==> config.mk <==
export PLATFORM = sky130hd
export DESIGN_NAME = bba_bitmap_ram
export DESIGN_NICKNAME = d
export VERILOG_FILES = /design/src/rtl/bba_bitmap_ram.sv
export SDC_FILE = /design/constraint.sdc
export NUM_CORES = 2
export LEC_CHECK = 0
export ABC_CLOCK_PERIOD_IN_PS = 2000
export BUFFER_PORTS_ARGS = -buffer_cell sky130_fd_sc_hd__buf_2
export CAP_MARGIN = 40
export CORE_MARGIN = 4
export CORE_UTILIZATION = 54
export CTS_BUF_LIST = sky130_fd_sc_hd__clkbuf_4
export DETAILED_ROUTE_END_ITERATION = 16
export PLACE_DENSITY = 0.72
export SYNTH_ARGS = -nofsm -noshare
export SYNTH_HDL_FRONTEND = slang
export SYNTH_SLANG_ARGS = --single-unit
==> constraint.sdc <==
create_clock -name i_clk -period 2 [get_ports i_clk]
set_clock_uncertainty 0.05 [all_clocks]
set_input_delay 0.1 -clock i_clk [delete_from_list [all_inputs] [get_ports i_clk]]
set_output_delay 0.1 -clock i_clk [all_outputs]
set_load 0.02 [all_outputs]
==> src/rtl/bba_bitmap_ram.sv <==
// block bitmap storage: one write port, one read port with registered data
// uses bba_pkg for nothing but sits beside it in the allocator

module bba_bitmap_ram #(
    parameter int DEPTH  = 512,
    parameter int ADDR_W = 9
) (
    input  logic              i_clk,
    input  logic              i_we,
    input  logic [ADDR_W-1:0] i_waddr,
    input  logic [7:0]        i_wdata,
    input  logic [ADDR_W-1:0] i_raddr,
    output logic [7:0]        o_rdata
);

    logic [7:0] r_mem [DEPTH];
    logic [7:0] r_rdata;

    always_ff @(posedge i_clk) begin
        if (i_we) begin
            r_mem[i_waddr] <= i_wdata;
        end
        r_rdata <= r_mem[i_raddr];
    end

    assign o_rdata = r_rdata;

endmodule

==> Word level (Yosys, flattened, before mapping) <==
Memories as Yosys holds them, arrays and structs flattened. A register that Yosys moved wholly into a read port is not among the register bits.
Index checks and enable logic that the tools add are counted.
{ "word_totals": {"out_inout_bits": 8, "elab_cells": 3, "in_bits": 28, "reg_bits": 0, "n_memories": 1, "latchBits": 0, "ramBits": 4096, "rom_bits": 0} }
{ "memory_table": {"columns": ["memory", "depth", "word_bits", "read_ports", "rd_ports_with_merged_regs", "wr", "line_no", "text"], "rows": [
  ["r_mem", 512, 8, 1, 1, 1, "16", "logic [7:0] r_mem [DEPTH];"]
]} }
{ "classes": {"eq_ne": 0, "order_cmp": 0, "add_sub_neg": 0, "div": 0, "n_reduce_logical": 0, "n_shift": 0, "n_bitwise": 0, "multipliers": 0, "n_mux": 2} }
{ "op_table": {"columns": ["cell", "n"], "rows": [
  ["$mux 1", 2]
]} }

==> Depth between registers and ports, before layout <==
{ "logic_depth": {"ltp_word": 2, "depth_mapped": 12, "ltp_nobuf": 7} }

==> Worst setup path after synthesis <==
OpenSTA, ideal clock, no wires.
{ "synth_path": {"path_type": "input-to-reg", "startpoint": "in i_raddr[0]", "endpoint": "reg r_rdata[0], in the netlist o_rdata[0] (read register of r_mem)", "arrival_ns": 1.954, "t_required_ns": 1.832, "path_slack_ns": -0.122, "setup_ns": 0.118, "stages": 10, "path_buffers": 4, "cell_sequence": "buf_4 buf_12 buf_12 buf_2 mux4_2 o21ai_0 nand3_1 nand4_1 o21ai_0 o2111a_1"} }
{ "synth_lines": {"columns": ["element", "line_no", "text"], "rows": [
  ["start: declaration", "12", "input logic [ADDR_W-1:0] i_raddr,"],
  ["end: declaration", "17", "logic [7:0] r_rdata;"]
]} }

==> key figures <==
Critical path
  • Critical path type: flop to flop
  • Reg2reg setup slack: -520 ps
  • Crit-path cells: mux2i_1, o221ai_1, buf_4, nor3_2, nor4_4, buf_4, o311ai_4, nor4_4, buf_4, o2111a_1
  • Top delay family on crit path: simple AND/OR/NAND/NOR gates
  • CP most frequent cell: buf_4
  • CP Capture Type: flop
  • CP Buf/Inv Count: 3
  • Critical-path maximum fanout: 2
  • Crit-path max cell delay: 430 ps
  • CP required: 3510 ps
  • Slowest-stage cell, CP: nor4_4
  • Worst r2r path cells: 10
  • Nature of the critical path startpoint: flop
  • Crit path DAT: 4030 ps
  • Critical R2R Capture: o_rdata[5]
  • Reg2reg start: r_mem[35][5]
  • Crit path from: r_mem[35][5]

Synthesis
  • Post-synthesis cell type count: 51
  • Async S/R FF share, synth: 0
  • Ys flop type: edfxtp_1
  • Top-area cell type share of the netlist area: 0.769
  • Post-synthesis sequential area ratio: 0.770
  • Number of enable flip-flop cells after synthesis: 4096
  • Synthesized area: 160000 µm²
  • Avg Cell Area, Syn: 19.9 µm²
  • Top cells by area, synth: edfxtp_1 (77%), mux4_2 (9.2%), mux2i_1 (5.0%), o221ai_1 (2.0%), nor2_1 (1.4%)
  • Mapped Cells: 8030
  • Post-synth top area cell: edfxtp_1
  • YS warnings: 0
  • Mapped Nets: 8058
  • Register bit total from synthesis: 4104

Timing
  • Fmax: 0.397 GHz
  • Worst setup margin: -521 ps
  • Max-slew headroom: 0.374
  • Final TNS setup: -7260 ps
  • Period utilization: 1.26
  • Hold slack final: 35.0 ps
  • Worst slew pin tran: 936 ps
  • RSZ-0062 raised after global routing: yes
  • Final count of hold timing violations: 0
  • Final min period: 2520 ps
  • Final Max Slew Viols: 0
  • Final setup fails: 55

Global routing
  • First-pass GRT wire length: 625 mm
  • Initial antenna violation count: 18
  • Vias in the first global route: 93554
  • Total Routing Usage GR: 0.277
  • Largest net degree at the start of global routing: 152
  • GR Overflow Total: 0

Cells and area
  • Final Non-Filler Cells: 14836
  • Most frequent cells in the layout: edfxtp_1 (4096), clkbuf_4 (1379), buf_4 (1377)
  • Share of post-route cells with drive strength above 1: 0.360
  • Most common cell after layout, fill and taps aside: edfxtp_1
  • Area Growth Syn to Fin: 19.4%
  • Fin util: 0.649
  • Total of fill cells in the finished design: 19219
  • Layout Nets: 10195
  • Reg area: 123000 µm²
  • Multi-input gate area: 35200 µm²

Route
  • Vias: 92496
  • Post-DR wirelength/cell: 29.0 µm
  • Via density: 6.23
  • First-pass iteration count of the detailed router: 8
  • Total Wirelength: 430 mm
  • Initial DRC count: 12536
  • Post-route DRC: 0
  • Final ANT Viol Nets: 0

Placed design
  • DP Cell Count: 13055
  • Port-buffer cells: 35
  • Hpwl dp: 276 mm
  • GPL Wtd Cong: 0.953

Die
  • Initial Util: 0.543
  • Core area: 294000 µm²
  • Top Ports: 36
  • Horiz. Die Dim: 552 µm
  • Die area: 305000 µm²
  • Die Span Y: 552 µm
  • # rows: 199

Hold path
  • Hold_sp: i_waddr[3]
  • Hold Path Class: input pin to flop
  • Hold Path Sink: r_mem[409][0]
  • Hold path cells: 8

Clocking
  • CTS tree: done
  • CTS root buf: clkbuf_4
  • Worst skew pair latency: 1720 ps
  • CTS Buffer Depth: 4
  • CTS buffer count: 955
  • Worst-path clk slew: 70 ps
  • H-tree depth: 6
  • Clk sinks: 4104

Power
  • Max rail drop VDD: 0.550 mV
  • Leakage: 0.0652 µW
  • Power Density: 896 nW/µm²

Outcome
  • Status: finished with violations
  • Failing checks: setup timing

Run
  • Max-cap viol count: 0
## layer usage
| metal | GRT usage | routed length [µm] |
|---|---|---|
| met5 | 0 | 87 |
| met4 | 0.120 | 19500 |
| met3 | 0.0692 | 49800 |
| met2 | 0.428 | 202000 |
| met1 | 0.380 | 158000 |
## worst register-to-register path, stage by stage (launching register included)
cell,delay (ps)
edfxtp_1,330
mux2i_1,90
o221ai_1,180
buf_4,180
nor3_2,80
nor4_4,350
buf_4,210
o311ai_4,110
nor4_4,430
buf_4,230
o2111a_1,190
## area by class of cell
cell class	count	area share
Tap cell	3919	0.0257
Antenna cell	13	0.000170
Sequential cell	4104	0.645
Timing Repair Buffer	1693	0.0816
Inverter	3	0.0000982
Multi-Input combinational cell	3410	0.184
Clock inverter	315	0.00939
Clock buffer	1379	0.0542
## state kept, by name (all words and copies together), names as in the netlist
name / flops
o_rdata: 8
r_mem: 4096
## repair_timing
item | 4_1_cts | 5_1_grt
buffers inserted | 6 | 9
resized for setup | 175 | 63
endpoints found under the hold margin | 8200 | 45
pin swaps | 61 | 44
setup endpoints to repair | 16 | 576
hold buffers | 73 | 12
## cells by family (layout without fill, tap and decap cells)
kind of cell,Yosys count,count (layout),share of synthesized area
other,0,13,0
flip-flops,4104,4104,0.770
AO/OA/AOI/OAI,979,979,0.0431
buffers and inverters,516,3390,0.0185
AND/OR/NAND/NOR,980,980,0.0263
multiplexers,1451,1451,0.142
## through the flow
stage / instance area (µm²) / total power, µW / worst slack (ps)
final: 191000 / 171000 / -521
after global routing: 191000 / 177000 / -545
after CTS: 191000 / 172000 / -583
after detailed placement: 177000 / 107000 / -1610
after global placement: 177000 / 106000 / -1820
after floorplan: 160000 / 101000 / 10.8
## report_power, final
group / internal [µW] / switching [µW] / total, µW
clock network: 32800 / 33000 / 65800
registers: 94700 / 144 / 94800
logic: 4110 / 6400 / 10500
total: 132000 / 39600 / 171000
## worst max-delay path by stage
stage / slack [ps] / to / cells past startpoint
final: -520 / o_rdata[5] / 10
after global routing: -550 / o_rdata[5] / 10
after CTS: -580 / o_rdata[7] / 1
after detailed placement: -1610 / o_rdata[4] / 11
after global placement: -1820 / o_rdata[5] / 13
after floorplan: 10 / o_rdata[5] / 8
## cells in the mapped netlist (57+ instances only)
cell / n
a21oi_1: 194
o21ai_0: 118
nor3_1: 109
buf_4: 70
buf_2: 57
o22ai_1: 163
mux2i_1: 797
clkbuf_1: 265
nand2_1: 111
mux4_2: 654
a22oi_1: 61
o221ai_1: 371
buf_6: 64
edfxtp_1: 4096
nor2_1: 597
Note: power is estimated with default switching activity, not from simulation.
