[src/rtl/bba_pkg.sv]
// shared types, codes and helpers of the bitmap block allocator
// used by the allocator core and the divider; no dependencies

package bba_pkg;

    localparam int DATA_W       = 32;
    localparam int SPB_W        = 8;
    localparam int BCNT_W       = 13;
    localparam int CFG_ADDR_W   = 2;
    localparam int STATUS_W     = 2;
    localparam int IN_TDATA_W   = 32;
    localparam int OUT_TDATA_W  = 40;
    localparam int DIV_CNT_W    = $clog2(DATA_W);

    localparam logic [7:0] FULL_BYTE = 8'd255;

    localparam logic [STATUS_W-1:0] ST_OK    = 2'd0;
    localparam logic [STATUS_W-1:0] ST_FULL  = 2'd1;
    localparam logic [STATUS_W-1:0] ST_RANGE = 2'd2;

    localparam logic FN_ALLOC = 1'b0;
    localparam logic FN_FREE  = 1'b1;

    localparam logic [CFG_ADDR_W-1:0] CFG_SPB   = 2'd0;
    localparam logic [CFG_ADDR_W-1:0] CFG_FIRST = 2'd1;
    localparam logic [CFG_ADDR_W-1:0] CFG_COUNT = 2'd2;

    localparam logic [SPB_W-1:0]  SPB_RST   = 8'd1;
    localparam logic [DATA_W-1:0] FIRST_RST = 32'd0;
    localparam logic [BCNT_W-1:0] COUNT_RST = 13'd4096;

    typedef enum logic [3:0] {
        S_CLEAR,
        S_IDLE,
        S_SCAN,
        S_MUL,
        S_GRANT,
        S_DIV_START,
        S_DIV_WAIT,
        S_FREE_WR,
        S_DONE
    } t_state;

    typedef struct packed {
        logic busy;
        logic done;
    } t_div_stat;

    // position of the lowest zero bit, bit 0 first
    function automatic logic [2:0] lowest_clear(input logic [7:0] b);
        logic [2:0] pos;
        pos = 3'd0;
        for (int i = 7; i >= 0; i--) begin
            if (!b[i]) begin
                pos = 3'(i);
            end
        end
        return pos;
    endfunction

endpackage

[src/rtl/bba_divider.sv]
// iterative restoring divider, one quotient bit per cycle
// depends on bba_pkg for widths and the status struct

module bba_divider (
    input  logic                       i_clk,
    input  logic                       i_rst_n,
    input  logic                       i_start,
    input  logic [bba_pkg::DATA_W-1:0] i_dividend,
    input  logic [bba_pkg::SPB_W-1:0]  i_divisor,
    output logic [bba_pkg::DATA_W-1:0] o_quotient,
    output bba_pkg::t_div_stat         o_stat
);

    logic [bba_pkg::DATA_W-1:0]    r_quo, n_quo;
    logic [bba_pkg::SPB_W-1:0]     r_rem, n_rem;
    logic [bba_pkg::SPB_W-1:0]     r_div, n_div;
    logic [bba_pkg::DIV_CNT_W-1:0] r_cnt, n_cnt;
    logic                          r_busy, n_busy;
    logic                          r_done, n_done;

    logic [bba_pkg::SPB_W:0] trial;
    logic                    ge;

    assign trial = {r_rem, r_quo[bba_pkg::DATA_W-1]};
    assign ge    = (trial >= {1'b0, r_div});

    always_comb begin
        n_quo  = r_quo;
        n_rem  = r_rem;
        n_div  = r_div;
        n_cnt  = r_cnt;
        n_busy = r_busy;
        n_done = 1'b0;
        if (i_start) begin
            n_quo  = i_dividend;
            n_rem  = '0;
            n_div  = i_divisor;
            n_cnt  = '0;
            n_busy = 1'b1;
        end else if (r_busy) begin
            // remainder stays below the divisor, so it fits in SPB_W bits
            n_rem = ge ? bba_pkg::SPB_W'(trial - {1'b0, r_div})
                       : trial[bba_pkg::SPB_W-1:0];
            n_quo = {r_quo[bba_pkg::DATA_W-2:0], ge};
            n_cnt = r_cnt + 1'b1;
            if (r_cnt == bba_pkg::DIV_CNT_W'(bba_pkg::DATA_W - 1)) begin
                n_busy = 1'b0;
                n_done = 1'b1;
            end
        end
    end

    always_ff @(posedge i_clk) begin
        if (!i_rst_n) begin
            r_busy <= 1'b0;
            r_done <= 1'b0;
            r_cnt  <= '0;
        end else begin
            r_busy <= n_busy;
            r_done <= n_done;
            r_cnt  <= n_cnt;
        end
        r_quo <= n_quo;
        r_rem <= n_rem;
        r_div <= n_div;
    end

    assign o_quotient  = r_quo;
    assign o_stat.busy = r_busy;
    assign o_stat.done = r_done;

endmodule
[config.mk]
export PLATFORM = sky130hd
export DESIGN_NAME = bba_divider
export DESIGN_NICKNAME = d
export VERILOG_FILES = /design/src/rtl/bba_pkg.sv /design/src/rtl/bba_divider.sv
export SDC_FILE = /design/constraint.sdc
export NUM_CORES = 1
export LEC_CHECK = 0
export BUFFER_PORTS_ARGS = -buffer_cell sky130_fd_sc_hd__buf_2
export CORE_UTILIZATION = 55
export CTS_CLUSTER_DIAMETER = 80
export DETAILED_ROUTE_END_ITERATION = 10
export PLACE_DENSITY = 0.84
export SLEW_MARGIN = 10
export SYNTH_ARGS = -nofsm -noshare
export SYNTH_HDL_FRONTEND = slang
export SYNTH_SLANG_ARGS = --single-unit
[constraint.sdc]
create_clock -name i_clk -period 4.5 [get_ports i_clk]
set_input_delay 0.225 -clock i_clk [delete_from_list [all_inputs] [get_ports i_clk]]
set_output_delay 0.225 -clock i_clk [all_outputs]
set_load 0.005 [all_outputs]
* Yosys cells after proc, flatten, opt, wreduce, memory -nomap -nowiden
Index checks and enable logic that the tools add are counted.
Word-level totals: bits in registers 55, logic and storage cells 22
Operators by class: $add $sub $neg 2, order comparisons 1, equality and inequality tests 1, muxes and demuxes 7, bitwise gates (word level) 2, reduce and logical (&&, ||, !) cells 3
Operator list (count):
- 32-bit 2-to-1 mux | 2
- 9-bit by 8-bit >= comparator with 1-bit output | 1
- 8-bit 2-to-1 mux | 1
- 8-bit subtractor | 1
- 5-bit by 1-bit adder with 5-bit output, second input constant | 1
- 5-bit equality test, second input constant | 1
- 1-bit 2-to-1 mux | 4
- 3-bit OR reduction | 1
- 1-bit NOT | 2
- 2-bit nonzero test | 1
- 2-bit OR reduction | 1

* Depth between registers and ports, before layout
Gate-level depths: netlist of the first run.
depth after elaboration 4, gate-level depth with buffers 8, depth with buffers taken out 8

* Worst setup path after synthesis of the first run
No wires, ideal clock.
kind register to register, from register r_quo, in the netlist o_quotient[31], to register r_rem[4] (netlist name), arrival time 1795 ps, path slack 2549 ps, stages on the path, launching flop included 9, path buffers 0, path through edfxtp_1 inv_1 ha_1 fa_1 and2b_1 o21ai_0 or3b_2 a31oi_1 o22ai_1
On the way: cells in the longest elaborated chain, start to end 2, elaborated cells on any way between the ends 3
RTL lines:
- from (decl) | RTL line bba_divider.sv:14 | logic [bba_pkg::DATA_W-1:0] r_quo, n_quo;
- from (signal assigned) | RTL line bba_divider.sv:63 | r_quo <= n_quo;
- 8-bit subtractor / 9-bit by 8-bit >= comparator with 1-bit output (equally long branches) | RTL line bba_divider.sv:42, bba_divider.sv:25
- 8-bit 2-to-1 mux (*) | RTL line bba_divider.sv:42 | n_rem = ge ? bba_pkg::SPB_W'(trial - {1'b0, r_div})
- to (signal assigned) | RTL line bba_divider.sv:64 | r_rem <= n_rem;
- to (decl) | RTL line bba_divider.sv:15 | logic [bba_pkg::SPB_W-1:0] r_rem, n_rem;
Every way passes the cells marked *; elsewhere a longest branch is shown, timed or not. A chain may end at the register's enable or synchronous reset.

* Worst setup path after layout of the first run
from register r_busy, to register r_quo, in the netlist o_quotient[19], enable pin
On the way: cells in the longest elaborated chain, start to end 1
RTL lines:
- from (decl) | RTL line bba_divider.sv:18 | logic r_busy, n_busy;
- from (signal assigned) | RTL line bba_divider.sv:59 | r_busy <= n_busy;
- 2-bit nonzero test (no source line)
Every way passes these cells.

==> out/summary.log, run 1 <==
INFO  finish         final_layout_size_suffix_gt1_share=44.8%
INFO  clock_tree     cts-buffers-inserted=5
INFO  worst_setup_path worstReg2RegStart=r_busy$_SDFF_PN0_
INFO  die            std_cell_rows=24
INFO  synth          synthArstFlopShare=0%
INFO  timing         max-slew-margin-rel=51.2%
INFO  synth          synth_edf_count=40
INFO  min_path       timing.hold.worst_endpoint=r_div[4]$_DFFE_PP_
INFO  finish         post-route-util=70.0%
INFO  clock_tree     ctsLongestPathBuffers=2
INFO  drt            detail_route.wirelength=5290um
INFO  run            max_cap_violations=0
INFO  timing         timing.final.crit_period=2.10ns
INFO  worst_setup_path timing.critical_path.arrival=2.12ns
INFO  synth          yosys_register_bits=55
INFO  worst_setup_path setup.worst_path.class=flip-flop to flip-flop
INFO  worst_setup_path start_kind=flip-flop
INFO  clock_tree     numClockSinks=55
INFO  die            floorplan.die.width=71.5um
INFO  place          placed_cell_count=325
INFO  finish         fin_cells=333
INFO  min_path       min_path_cells=1
INFO  power_and_ir_drop power.ir.vdd_worst=0.219mV
INFO  place          post-place-ws=2.24ns
INFO  timing         report.final.slew_viol_count=0
INFO  worst_setup_path worstPathCellList=nor2_1 > inv_1 > buf_4
INFO  synth          yosysUniqueCellTypes=42
INFO  drt            drt-vias-per-instance=5.70
INFO  worst_setup_path critical_path_peak_fanout=20
INFO  run_status     outcome=completed
INFO  drt            drt_pass1_iterations=5
INFO  clock_tree     path_clk_slew=0.09ns
INFO  synth          synth_area=2660um^2
INFO  worst_setup_path cp.required=4.52ns
INFO  clock_tree     post_cts_resized=0
INFO  worst_setup_path regToRegSetupSlack=2.40ns
INFO  global_route   pin_count_of_the_biggest_net_entering_global_routing=48
INFO  worst_setup_path cp_max_stage_cell=dfxtp_1
INFO  drt            route.antenna.remaining_nets=0
INFO  worst_setup_path timing.critical_path.max_delay_family=buffers and inverters
INFO  drt            routed-via-count=1,897
INFO  global_route   grt.total_usage=22.4%
INFO  worst_setup_path max_stage_delay=0.66ns
INFO  min_path       hp-class=input port to flip-flop
INFO  finish         layout_commonest_cell=buf_2
INFO  clock_tree     clk-insertion-delay-late=0.31ns
INFO  clock_tree     number_of_hold_repair_buffers_added_at_the_cts_stage=0
INFO  place          dp.final_hpwl=3890um
INFO  clock_tree     cts_tree=done
INFO  worst_setup_path worstSetupEndpointType=flip-flop
INFO  clock_tree     buffers_inserted_by_post_cts_timing_repair=0
INFO  timing         worst_slack=2.40ns
INFO  timing         tightestPinTransition=0.731ns
INFO  finish         layout.cells.most_common_list=buf_2 (76), edfxtp_1 (40), mux2_2 (32)
INFO  synth          yosysWarnings=0
INFO  place          io_buffer_count=76
INFO  clock_tree     ctsHtreeMaxLevel=2
INFO  worst_setup_path worstRegToRegCells=3
INFO  global_route   number_of_global_route_vias_before_repair=1,826
INFO  timing         finalHoldViolCount=0
INFO  die            initial_utilization=59.0%
INFO  die            die_height=71.5um
INFO  timing         timing.final.crit_share=46.7%
INFO  synth          synth_cells=203
INFO  clock_tree     clock-root-buffer=clkbuf_8
INFO  timing         final.setup_skew=0.00592ns
INFO  power_and_ir_drop power_density=340nW/um^2
INFO  drt            drt_iter0_markers=49
INFO  finish         num_antenna_cells=0
INFO  timing         timing.final.setup_violations=0
INFO  finish         syn2layout_area_growth=18.6%
INFO  synth          synth.yosys.seq_area_share=56.5%
INFO  die            core-area=4500um^2
INFO  synth          yosys_most_used_dff=edfxtp_1
INFO  finish         filler_cell_count=324
INFO  power_and_ir_drop power_leakage=1.36nW
INFO  power_and_ir_drop design_power_total=0.00107W
INFO  timing         fmax=0.476GHz
INFO  timing         timing.setup.tns=0ns
INFO  drt            route.detailed.drc=0
INFO  min_path       min_from=i_divisor[4]
INFO  die            die_area=5110um^2
INFO  drt            average_wire_length_per_cell_after_detail_routing=15.9um
INFO  die            ioPinCount=77
INFO  synth          syn_nets=257
INFO  global_route   antenna_found_initial=0
INFO  global_route   grt_first_pass_wirelength=8670um
INFO  finish         fin_nets=334
INFO  timing         grt_setup_unrepaired=false
INFO  worst_setup_path path_buf_inv=2
INFO  place          routabilityCongestion=0.844
INFO  synth          mapped_avg_cell_area=13.1um^2
INFO  worst_setup_path critical_path.reg2reg.endpoint=o_quotient[19]$_DFFE_PP_
INFO  global_route   residual_overflow_from_global_routing=0
[power by group]
part | total (W) | switching, W | internal [W]
clock | 0.000269 | 0.000158 | 0.000111
combinational | 0.000184 | 0.0000891 | 0.0000947
sequential | 0.000619 | 0.0000246 | 0.000594
[how the worst max path moves through the flow]
stage                                    end  cells past startpoint                startpoint  slack (ns)
floorplan              r_rem[4]$_SDFFE_PP0P_                      8  o_quotient[31]$_DFFE_PP_        2.55
global placement     o_quotient[8]$_DFFE_PP_                      5                   i_start        2.30
detailed placement  o_quotient[11]$_DFFE_PP_                      5                   i_start        2.24
CTS                 o_quotient[19]$_DFFE_PP_                      3         r_busy$_SDFF_PN0_        2.38
global route         o_quotient[2]$_DFFE_PP_                      3         r_busy$_SDFF_PN0_        2.22
finish              o_quotient[19]$_DFFE_PP_                      3         r_busy$_SDFF_PN0_        2.40
[cell families (layout without fill, tap and decap cells)]
| family | Yosys count | after routing | share of synthesized area, % |
|---|---|---|---|
| AO/OA/AOI/OAI | 30 | 30 | 8.57 |
| multiplexers | 39 | 39 | 16.4 |
| buffers and inverters | 23 | 101 | 3.91 |
| XOR/XNOR | 6 | 6 | 1.98 |
| adder cells (fa/ha/maj) | 11 | 11 | 5.46 |
| flip-flops | 55 | 55 | 56.5 |
| AND/OR/NAND/NOR | 39 | 39 | 7.20 |
[routing by layer]
layer	global-route usage, %	vias to the layer above	wire, um
met2	37.7	85	2630
li1	-	904	-
met3	5.77	15	357
met5	0	-	0
met4	7.19	0	109
met1	28.8	893	2200
[area by class of cell]
| type | count | area [um^2] | share of cell area (%) |
|---|---|---|---|
| clock inverter | 1 | 6.26 | 0.198 |
| clock buffer | 7 | 76.3 | 2.42 |
| sequential | 55 | 1500 | 47.6 |
| multi-input combinational | 125 | 1050 | 33.4 |
| tap | 52 | 65.1 | 2.06 |
| timing repair buffer | 78 | 395 | 12.5 |
| inverter | 15 | 56.3 | 1.79 |
[sequential cells by signal, indices dropped and copies added (netlist names)]
signal and count:
r_div 8, r_busy 1, o_quotient 32, r_rem 8
r_done 1, r_cnt 5
[stage by stage]
stage	hold slack, ns	area (um^2)
2_1_floorplan	0.324	2660
4_1_cts	0.0889	3150
3_3_place_gp	0.405	3070
5_1_grt	0.0792	3150
3_5_place_dp	0.404	3070
6_report	0.0898	3150
[cell usage after synthesis, types with 4 or more instances]
cell,number,area share (%)
dfxtp_1,15,11
edfxtp_1,40,45
ha_1,10,4.7
inv_1,15,2.1
mux2_2,32,14
mux2i_1,6,2.3
nand2_1,8,1.1
nor2_1,15,2.1
nor2b_1,4,0.94
o21ai_0,4,0.75
Note: power is estimated with default switching activity, not from simulation.
==> run 2: changes to the inputs <==
--- a/config.mk
+++ b/config.mk
@@ -6,10 +6,10 @@
 export NUM_CORES = 1
 export LEC_CHECK = 0
 export BUFFER_PORTS_ARGS = -buffer_cell sky130_fd_sc_hd__buf_2
-export CORE_UTILIZATION = 55
+export CORE_UTILIZATION = 52
 export CTS_CLUSTER_DIAMETER = 80
 export DETAILED_ROUTE_END_ITERATION = 10
-export PLACE_DENSITY = 0.84
+export PLACE_DENSITY = 0.8
 export SLEW_MARGIN = 10
 export SYNTH_ARGS = -nofsm -noshare
 export SYNTH_HDL_FRONTEND = slang
==> constraint.sdc (replaced) <==
create_clock -name i_clk -period 2 [get_ports i_clk]
set_input_delay 0.1 -clock i_clk [delete_from_list [all_inputs] [get_ports i_clk]]
set_output_delay 0.1 -clock i_clk [all_outputs]
set_load 0.005 [all_outputs]
==> run 2 against run 1 <==
  * Die area up 5.6%
  * Global-route usage down 0.47 points
  * Power up 130%
  * Setup slack worse by 2.4 ns
  * Worst hold slack worse by 0.047 ns
  * Non-clock buffer count up 19
  * Maximum frequency up 5.1%
  * Largest cell class unchanged
==> out/summary.log, run 2 (synthesis gave the netlist of run 1 again) <==
INFO  worst_setup_path worstPathCellList=inv_2 > ha_4 > fa_2 > and2b_1 > o21ai_0 > or3b_2 > a31oi_1 > o22ai_1
INFO  finish         filler_cell_count=338
INFO  global_route   antenna_found_initial=0
INFO  worst_setup_path start_kind=flip-flop
INFO  place          placed_cell_count=346
INFO  timing         timing.final.crit_share=100%
INFO  min_path       hp-class=input port to flip-flop
INFO  die            die_area=5400um^2
INFO  finish         largest_register_ffs=32
INFO  worst_setup_path path_buf_inv=1
INFO  clock_tree     cts-buffers-inserted=5
INFO  timing         grt_setup_unrepaired=true
INFO  worst_setup_path critical_path_peak_fanout=3
INFO  drt            drt_iter0_markers=186
INFO  die            initial_utilization=55.2%
INFO  timing         final.setup_skew=0.00757ns
INFO  clock_tree     numClockSinks=55
INFO  die            ioPinCount=77
INFO  drt            drt-vias-per-instance=5.33
INFO  global_route   pin_count_of_the_biggest_net_entering_global_routing=24
INFO  global_route   grt_first_pass_wirelength=8740um
INFO  timing         timing.final.crit_period=2.00ns
INFO  finish         fin_nets=353
INFO  place          post-place-ws=-0.0486ns
INFO  finish         fin_cells=367
INFO  die            floorplan.die.width=73.5um
INFO  clock_tree     path_clk_slew=0.10ns
INFO  timing         worst_slack=0.0000633ns
INFO  clock_tree     clk-insertion-delay-late=0.31ns
INFO  drt            route.detailed.drc=0
INFO  power_and_ir_drop power.ir.vdd_worst=0.511mV
INFO  drt            detail_route.wirelength=5830um
INFO  timing         max-slew-margin-rel=63.2%
INFO  finish         syn2layout_area_growth=28.9%
INFO  worst_setup_path timing.critical_path.max_delay_family=simple AND/OR/NAND/NOR gates
INFO  timing         tightestPinTransition=0.552ns
INFO  finish         post-route-util=71.1%
INFO  timing         finalHoldViolCount=0
INFO  worst_setup_path cp.required=2.18ns
INFO  timing         report.final.slew_viol_count=0
INFO  drt            drt_pass1_iterations=4
INFO  global_route   grt.total_usage=22.0%
INFO  power_and_ir_drop power_leakage=1.45nW
INFO  worst_setup_path timing.critical_path.arrival=2.18ns
INFO  run_status     outcome=completed
INFO  drt            routed-via-count=1,956
INFO  worst_setup_path worstSetupEndpointType=flip-flop
INFO  worst_setup_path cp_max_stage_cell=or3b_2
INFO  global_route   number_of_global_route_vias_before_repair=1,899
INFO  run            max_cap_violations=0
INFO  power_and_ir_drop design_power_total=0.00252W
INFO  finish         layout_commonest_cell=buf_2
INFO  finish         num_antenna_cells=0
INFO  timing         timing.setup.tns=0ns
INFO  place          dp.final_hpwl=3910um
INFO  finish         final_layout_size_suffix_gt1_share=49.0%
INFO  drt            route.antenna.remaining_nets=0
INFO  worst_setup_path setup.worst_path.class=flip-flop to flip-flop
INFO  finish         layout.cells.most_common_list=buf_2 (76), edfxtp_1 (40), mux2_2 (32)
INFO  die            die_height=73.5um
INFO  drt            average_wire_length_per_cell_after_detail_routing=15.9um
INFO  global_route   residual_overflow_from_global_routing=0
INFO  power_and_ir_drop power_density=735nW/um^2
INFO  die            std_cell_rows=25
INFO  clock_tree     ctsHtreeMaxLevel=2
INFO  clock_tree     clock-root-buffer=clkbuf_8
INFO  place          routabilityCongestion=0.854
INFO  die            core-area=4820um^2
INFO  timing         timing.final.setup_violations=0
INFO  place          io_buffer_count=76
INFO  timing         fmax=0.500GHz
INFO  worst_setup_path max_stage_delay=0.46ns
INFO  clock_tree     cts_tree=done
INFO  clock_tree     ctsLongestPathBuffers=2
==> run 2: changes by cell type in the layout (fill, tap and decap cells not counted), moves of 2 or more <==
cell,change
buf_4,+10
dlygate4sd3_1,+8
ha_1,-2
ha_4,+2
==> run 2: per-layer routing <==
layer	global-route usage, %	wire [um]
met2	33.7	2830
met3	5.62	427
met1	29.7	2490
met4	9.19	80
met5	0	0
==> run 2: where the power goes <==
group | internal, W | leakage [nW] | switching [W]
Combinational | 0.000261 | 0.888 | 0.000238
Sequential | 0.00134 | 0.523 | 0.0000482
Clock | 0.000253 | 0.0418 | 0.000382
Total | 0.00185 | 1.45 | 0.000668
==> run 2: final cells by class <==
class,count,area [um^2],share of cell area (%)
tap,67,83.8,2.45
clock inverter,2,16.3,0.475
multi-input combinational,125,1120,32.8
clock buffer,6,72.6,2.12
inverter,15,56.3,1.64
timing repair buffer,97,571,16.7
sequential,55,1500,43.8
==> run 2: worst paths after layout <==
| kind | end | start | slack (ns) | depth (start not counted) |
|---|---|---|---|---|
| worst min-delay path | r_busy$_SDFF_PN0_ | i_rst_n | 0.04 | 2 |
| worst max-delay path | r_rem[4]$_SDFFE_PP0P_ | o_quotient[31]$_DFFE_PP_ | 0.00006 | 8 |
| worst min register to register | r_rem[6]$_SDFFE_PP0P_ | r_rem[6]$_SDFFE_PP0P_ | 0.51 | 2 |
| worst max register to register | r_rem[4]$_SDFFE_PP0P_ | o_quotient[31]$_DFFE_PP_ | 0.00006 | 8 |
==> run 2: what timing repair did <==
| action | CTS | global route |
|---|---|---|
| cloned | 0 | 0 |
| endpoints found under the hold margin | 8 | 0 |
| buffers inserted | 0 | 5 |
| hold buffers | 8 | 0 |
| setup endpoints to repair | 2 | 7 |
| pin swaps | 0 | 3 |
| gates resized for setup | 5 | 9 |
==> run 2: per-stage QoR <==
step	area (um^2)	hold slack, ns
final	3430	0.0425
after global routing	3430	0.0569
after CTS	3340	0.0415
after detailed placement	3150	0.280
after global placement	3150	0.277
after floorplan	2660	0.199
==> run 3: changes to the inputs <==
--- a/config.mk
+++ b/config.mk
@@ -10,6 +10,7 @@
 export CTS_CLUSTER_DIAMETER = 80
 export DETAILED_ROUTE_END_ITERATION = 10
 export PLACE_DENSITY = 0.8
+export REMOVE_ABC_BUFFERS = 1
 export SLEW_MARGIN = 10
 export SYNTH_ARGS = -nofsm -noshare
 export SYNTH_HDL_FRONTEND = slang
==> run 3 against run 2 <==
  * Setup slack better by 0.019 ns
  * Power is 1.6% higher
  * Routed wire length shrank 9.0%
  * Non-clock buffer count decreased by 6
  * Sequential share of layout area up 0.72 points
  * Critical endpoint unchanged
==> out/summary.log, run 3 (synthesis gave the netlist of run 1 again) <==
INFO  run_status     outcome=completed
INFO  die            die_area=5400um^2
INFO  drt            drt_pass1_iterations=4
INFO  finish         num_antenna_cells=0
INFO  global_route   residual_overflow_from_global_routing=0
INFO  clock_tree     clock-root-buffer=clkbuf_8
INFO  finish         syn2layout_area_growth=26.8%
INFO  clock_tree     cts_tree=done
INFO  min_path       min_path_cells=2
INFO  finish         fin_nets=347
INFO  power_and_ir_drop power_density=759nW/um^2
INFO  place          placed_cell_area=3120um^2
INFO  worst_setup_path worstReg2RegStart=o_quotient[31]$_DFFE_PP_
INFO  worst_setup_path critical_path_peak_fanout=3
INFO  timing         max-slew-margin-rel=62.1%
INFO  worst_setup_path critical_path.reg2reg.endpoint=r_rem[4]$_SDFFE_PP0P_
INFO  die            floorplan.die.width=73.5um
INFO  timing         grt_setup_unrepaired=true
INFO  drt            route.antenna.remaining_nets=0
INFO  clock_tree     numClockSinks=55
INFO  clock_tree     path_clk_slew=0.09ns
INFO  worst_setup_path worstRegToRegCells=8
INFO  finish         layout_commonest_cell=buf_2
INFO  drt            drt-vias-per-instance=5.27
INFO  min_path       timing.hold.worst_endpoint=r_busy$_SDFF_PN0_
INFO  min_path       hp-class=input port to flip-flop
INFO  timing         fin_hold_ws=0.0278ns
INFO  global_route   grt.total_usage=20.7%
INFO  worst_setup_path regToRegSetupSlack=0.02ns
INFO  global_route   pin_count_of_the_biggest_net_entering_global_routing=47
INFO  timing         finalHoldViolCount=0
INFO  global_route   antenna_found_initial=0
INFO  die            die_height=73.5um
INFO  min_path       min_from=i_rst_n
INFO  power_and_ir_drop power_leakage=1.44nW
INFO  die            core-area=4820um^2
INFO  drt            average_wire_length_per_cell_after_detail_routing=14.7um
INFO  clock_tree     ctsLongestPathBuffers=2
INFO  timing         timing.final.setup_violations=0
INFO  worst_setup_path max_stage_delay=0.40ns
INFO  global_route   number_of_global_route_vias_before_repair=1,823
INFO  clock_tree     ctsHtreeMaxLevel=2
INFO  finish         filler_cell_count=388
INFO  finish         final_area=3370um^2
INFO  place          io_buffer_count=76
INFO  finish         largest_register_ffs=32
INFO  drt            routed-via-count=1,903
INFO  worst_setup_path worstSetupEndpointType=flip-flop
INFO  timing         timing.final.crit_period=1.98ns
INFO  clock_tree     cts-buffers-inserted=5
INFO  worst_setup_path setup.worst_path.class=flip-flop to flip-flop
INFO  worst_setup_path cp.required=2.18ns
INFO  run            max_cap_violations=0
INFO  timing         timing.final.crit_share=99.0%
INFO  place          routabilityCongestion=0.801
INFO  clock_tree     clk-insertion-delay-late=0.30ns
INFO  worst_setup_path cp_max_stage_cell=edfxtp_1
INFO  drt            detail_route.wirelength=5300um
INFO  finish         final_layout_size_suffix_gt1_share=46.9%
INFO  timing         final.setup_skew=0.00432ns
INFO  power_and_ir_drop power.ir.vdd_worst=0.423mV
INFO  place          dp.final_hpwl=3720um
INFO  worst_setup_path timing.critical_path.arrival=2.16ns
INFO  die            initial_utilization=55.2%
INFO  die            std_cell_rows=25
INFO  drt            drt_iter0_markers=66
INFO  worst_setup_path worstPathCellList=inv_2 > ha_4 > fa_2 > and2b_1 > o21ai_1 > or3b_4 > a31oi_1 > o22ai_1
INFO  finish         layout.cells.most_common_list=buf_2 (76), edfxtp_1 (40), mux2_2 (32)
INFO  power_and_ir_drop design_power_total=0.00256W
INFO  die            ioPinCount=77
INFO  drt            route.detailed.drc=0
INFO  timing         tightestPinTransition=0.568ns
INFO  worst_setup_path start_kind=flip-flop
INFO  timing         fmax=0.505GHz
INFO  global_route   grt_first_pass_wirelength=8310um
INFO  timing         report.final.slew_viol_count=0
==> run 3: cell types whose count changed in the layout (fill, tap and decap cells not counted), sizes merged <==
cell,before,now
buf,89,83
clkinvlp,1,0
clkbuf,6,5
clkinv,0,2
inv,16,15
bufinv,0,1
==> run 3: layout make-up <==
cell class / count / area [um^2] / area share (%)
inverters: 15 / 56.3 / 1.67
flip-flops and latches: 55 / 1500 / 44.5
well taps: 67 / 83.8 / 2.49
clock inverters: 3 / 38.8 / 1.15
multi-input cells: 125 / 1080 / 32.1
repair buffers: 91 / 538 / 16.0
clock buffers: 5 / 68.8 / 2.04
==> run 3: how the worst max path moves through the flow <==
stage | start | endpoint | slack [ns] | cells after the start
floorplan | o_quotient[31]$_DFFE_PP_ | r_rem[4]$_SDFFE_PP0P_ | 0.05 | 8
global route | o_quotient[31]$_DFFE_PP_ | r_rem[4]$_SDFFE_PP0P_ | -0.05 | 8
finish | o_quotient[31]$_DFFE_PP_ | r_rem[4]$_SDFFE_PP0P_ | 0.02 | 8
global placement | o_quotient[31]$_DFFE_PP_ | r_rem[4]$_SDFFE_PP0P_ | 0.06 | 8
detailed placement | o_quotient[31]$_DFFE_PP_ | r_rem[4]$_SDFFE_PP0P_ | -0.02 | 8
CTS | o_quotient[31]$_DFFE_PP_ | r_rem[4]$_SDFFE_PP0P_ | 0.004 | 8
==> run 3: report_power, final <==
group	internal, W	switching, W	leakage (nW)
logic	0.000249	0.000214	0.858
clock network	0.000367	0.000344	0.0556
registers	0.00134	0.0000476	0.523
==> run 3: critical path: cells and delay by family (launching register included) <==
family                     cells  cell delay, ns
DFF                            1            0.40
and+or+nand+nor                2            0.58
buffers and inverters          1            0.09
adders and majority gates      2            0.35
AOI/OAI and AO/OA              3            0.43
==> run 3: routing by layer <==
layer	vias up	routed length, um	GRT usage [%]
li1	924	-	-
met5	-	0	0
met2	69	2590	33.1
met4	0	101	9.19
met3	9	345	6.04
met1	901	2260	26.1
==> run 3: what timing repair did <==
action / in CTS / in global routing
endpoints found under the hold margin: 8 / 0
pin swaps: 2 / 4
setup endpoints to repair: 1 / 4
resized for setup: 2 / 7
buffers inserted: 0 / 3
hold buffers: 8 / 0
==> run 3: per-stage QoR <==
stage	worst slack, ns	utilization (%)	setup TNS (ns)	std cells
floorplan	0.0495	-	0	195
global placement	0.0619	64.7	0	342
detailed placement	-0.0204	64.7	-0.0204	342
CTS	0.00366	68.7	0	358
global route	-0.0531	70.0	-0.0964	361
finish	0.0190	70.0	0	361
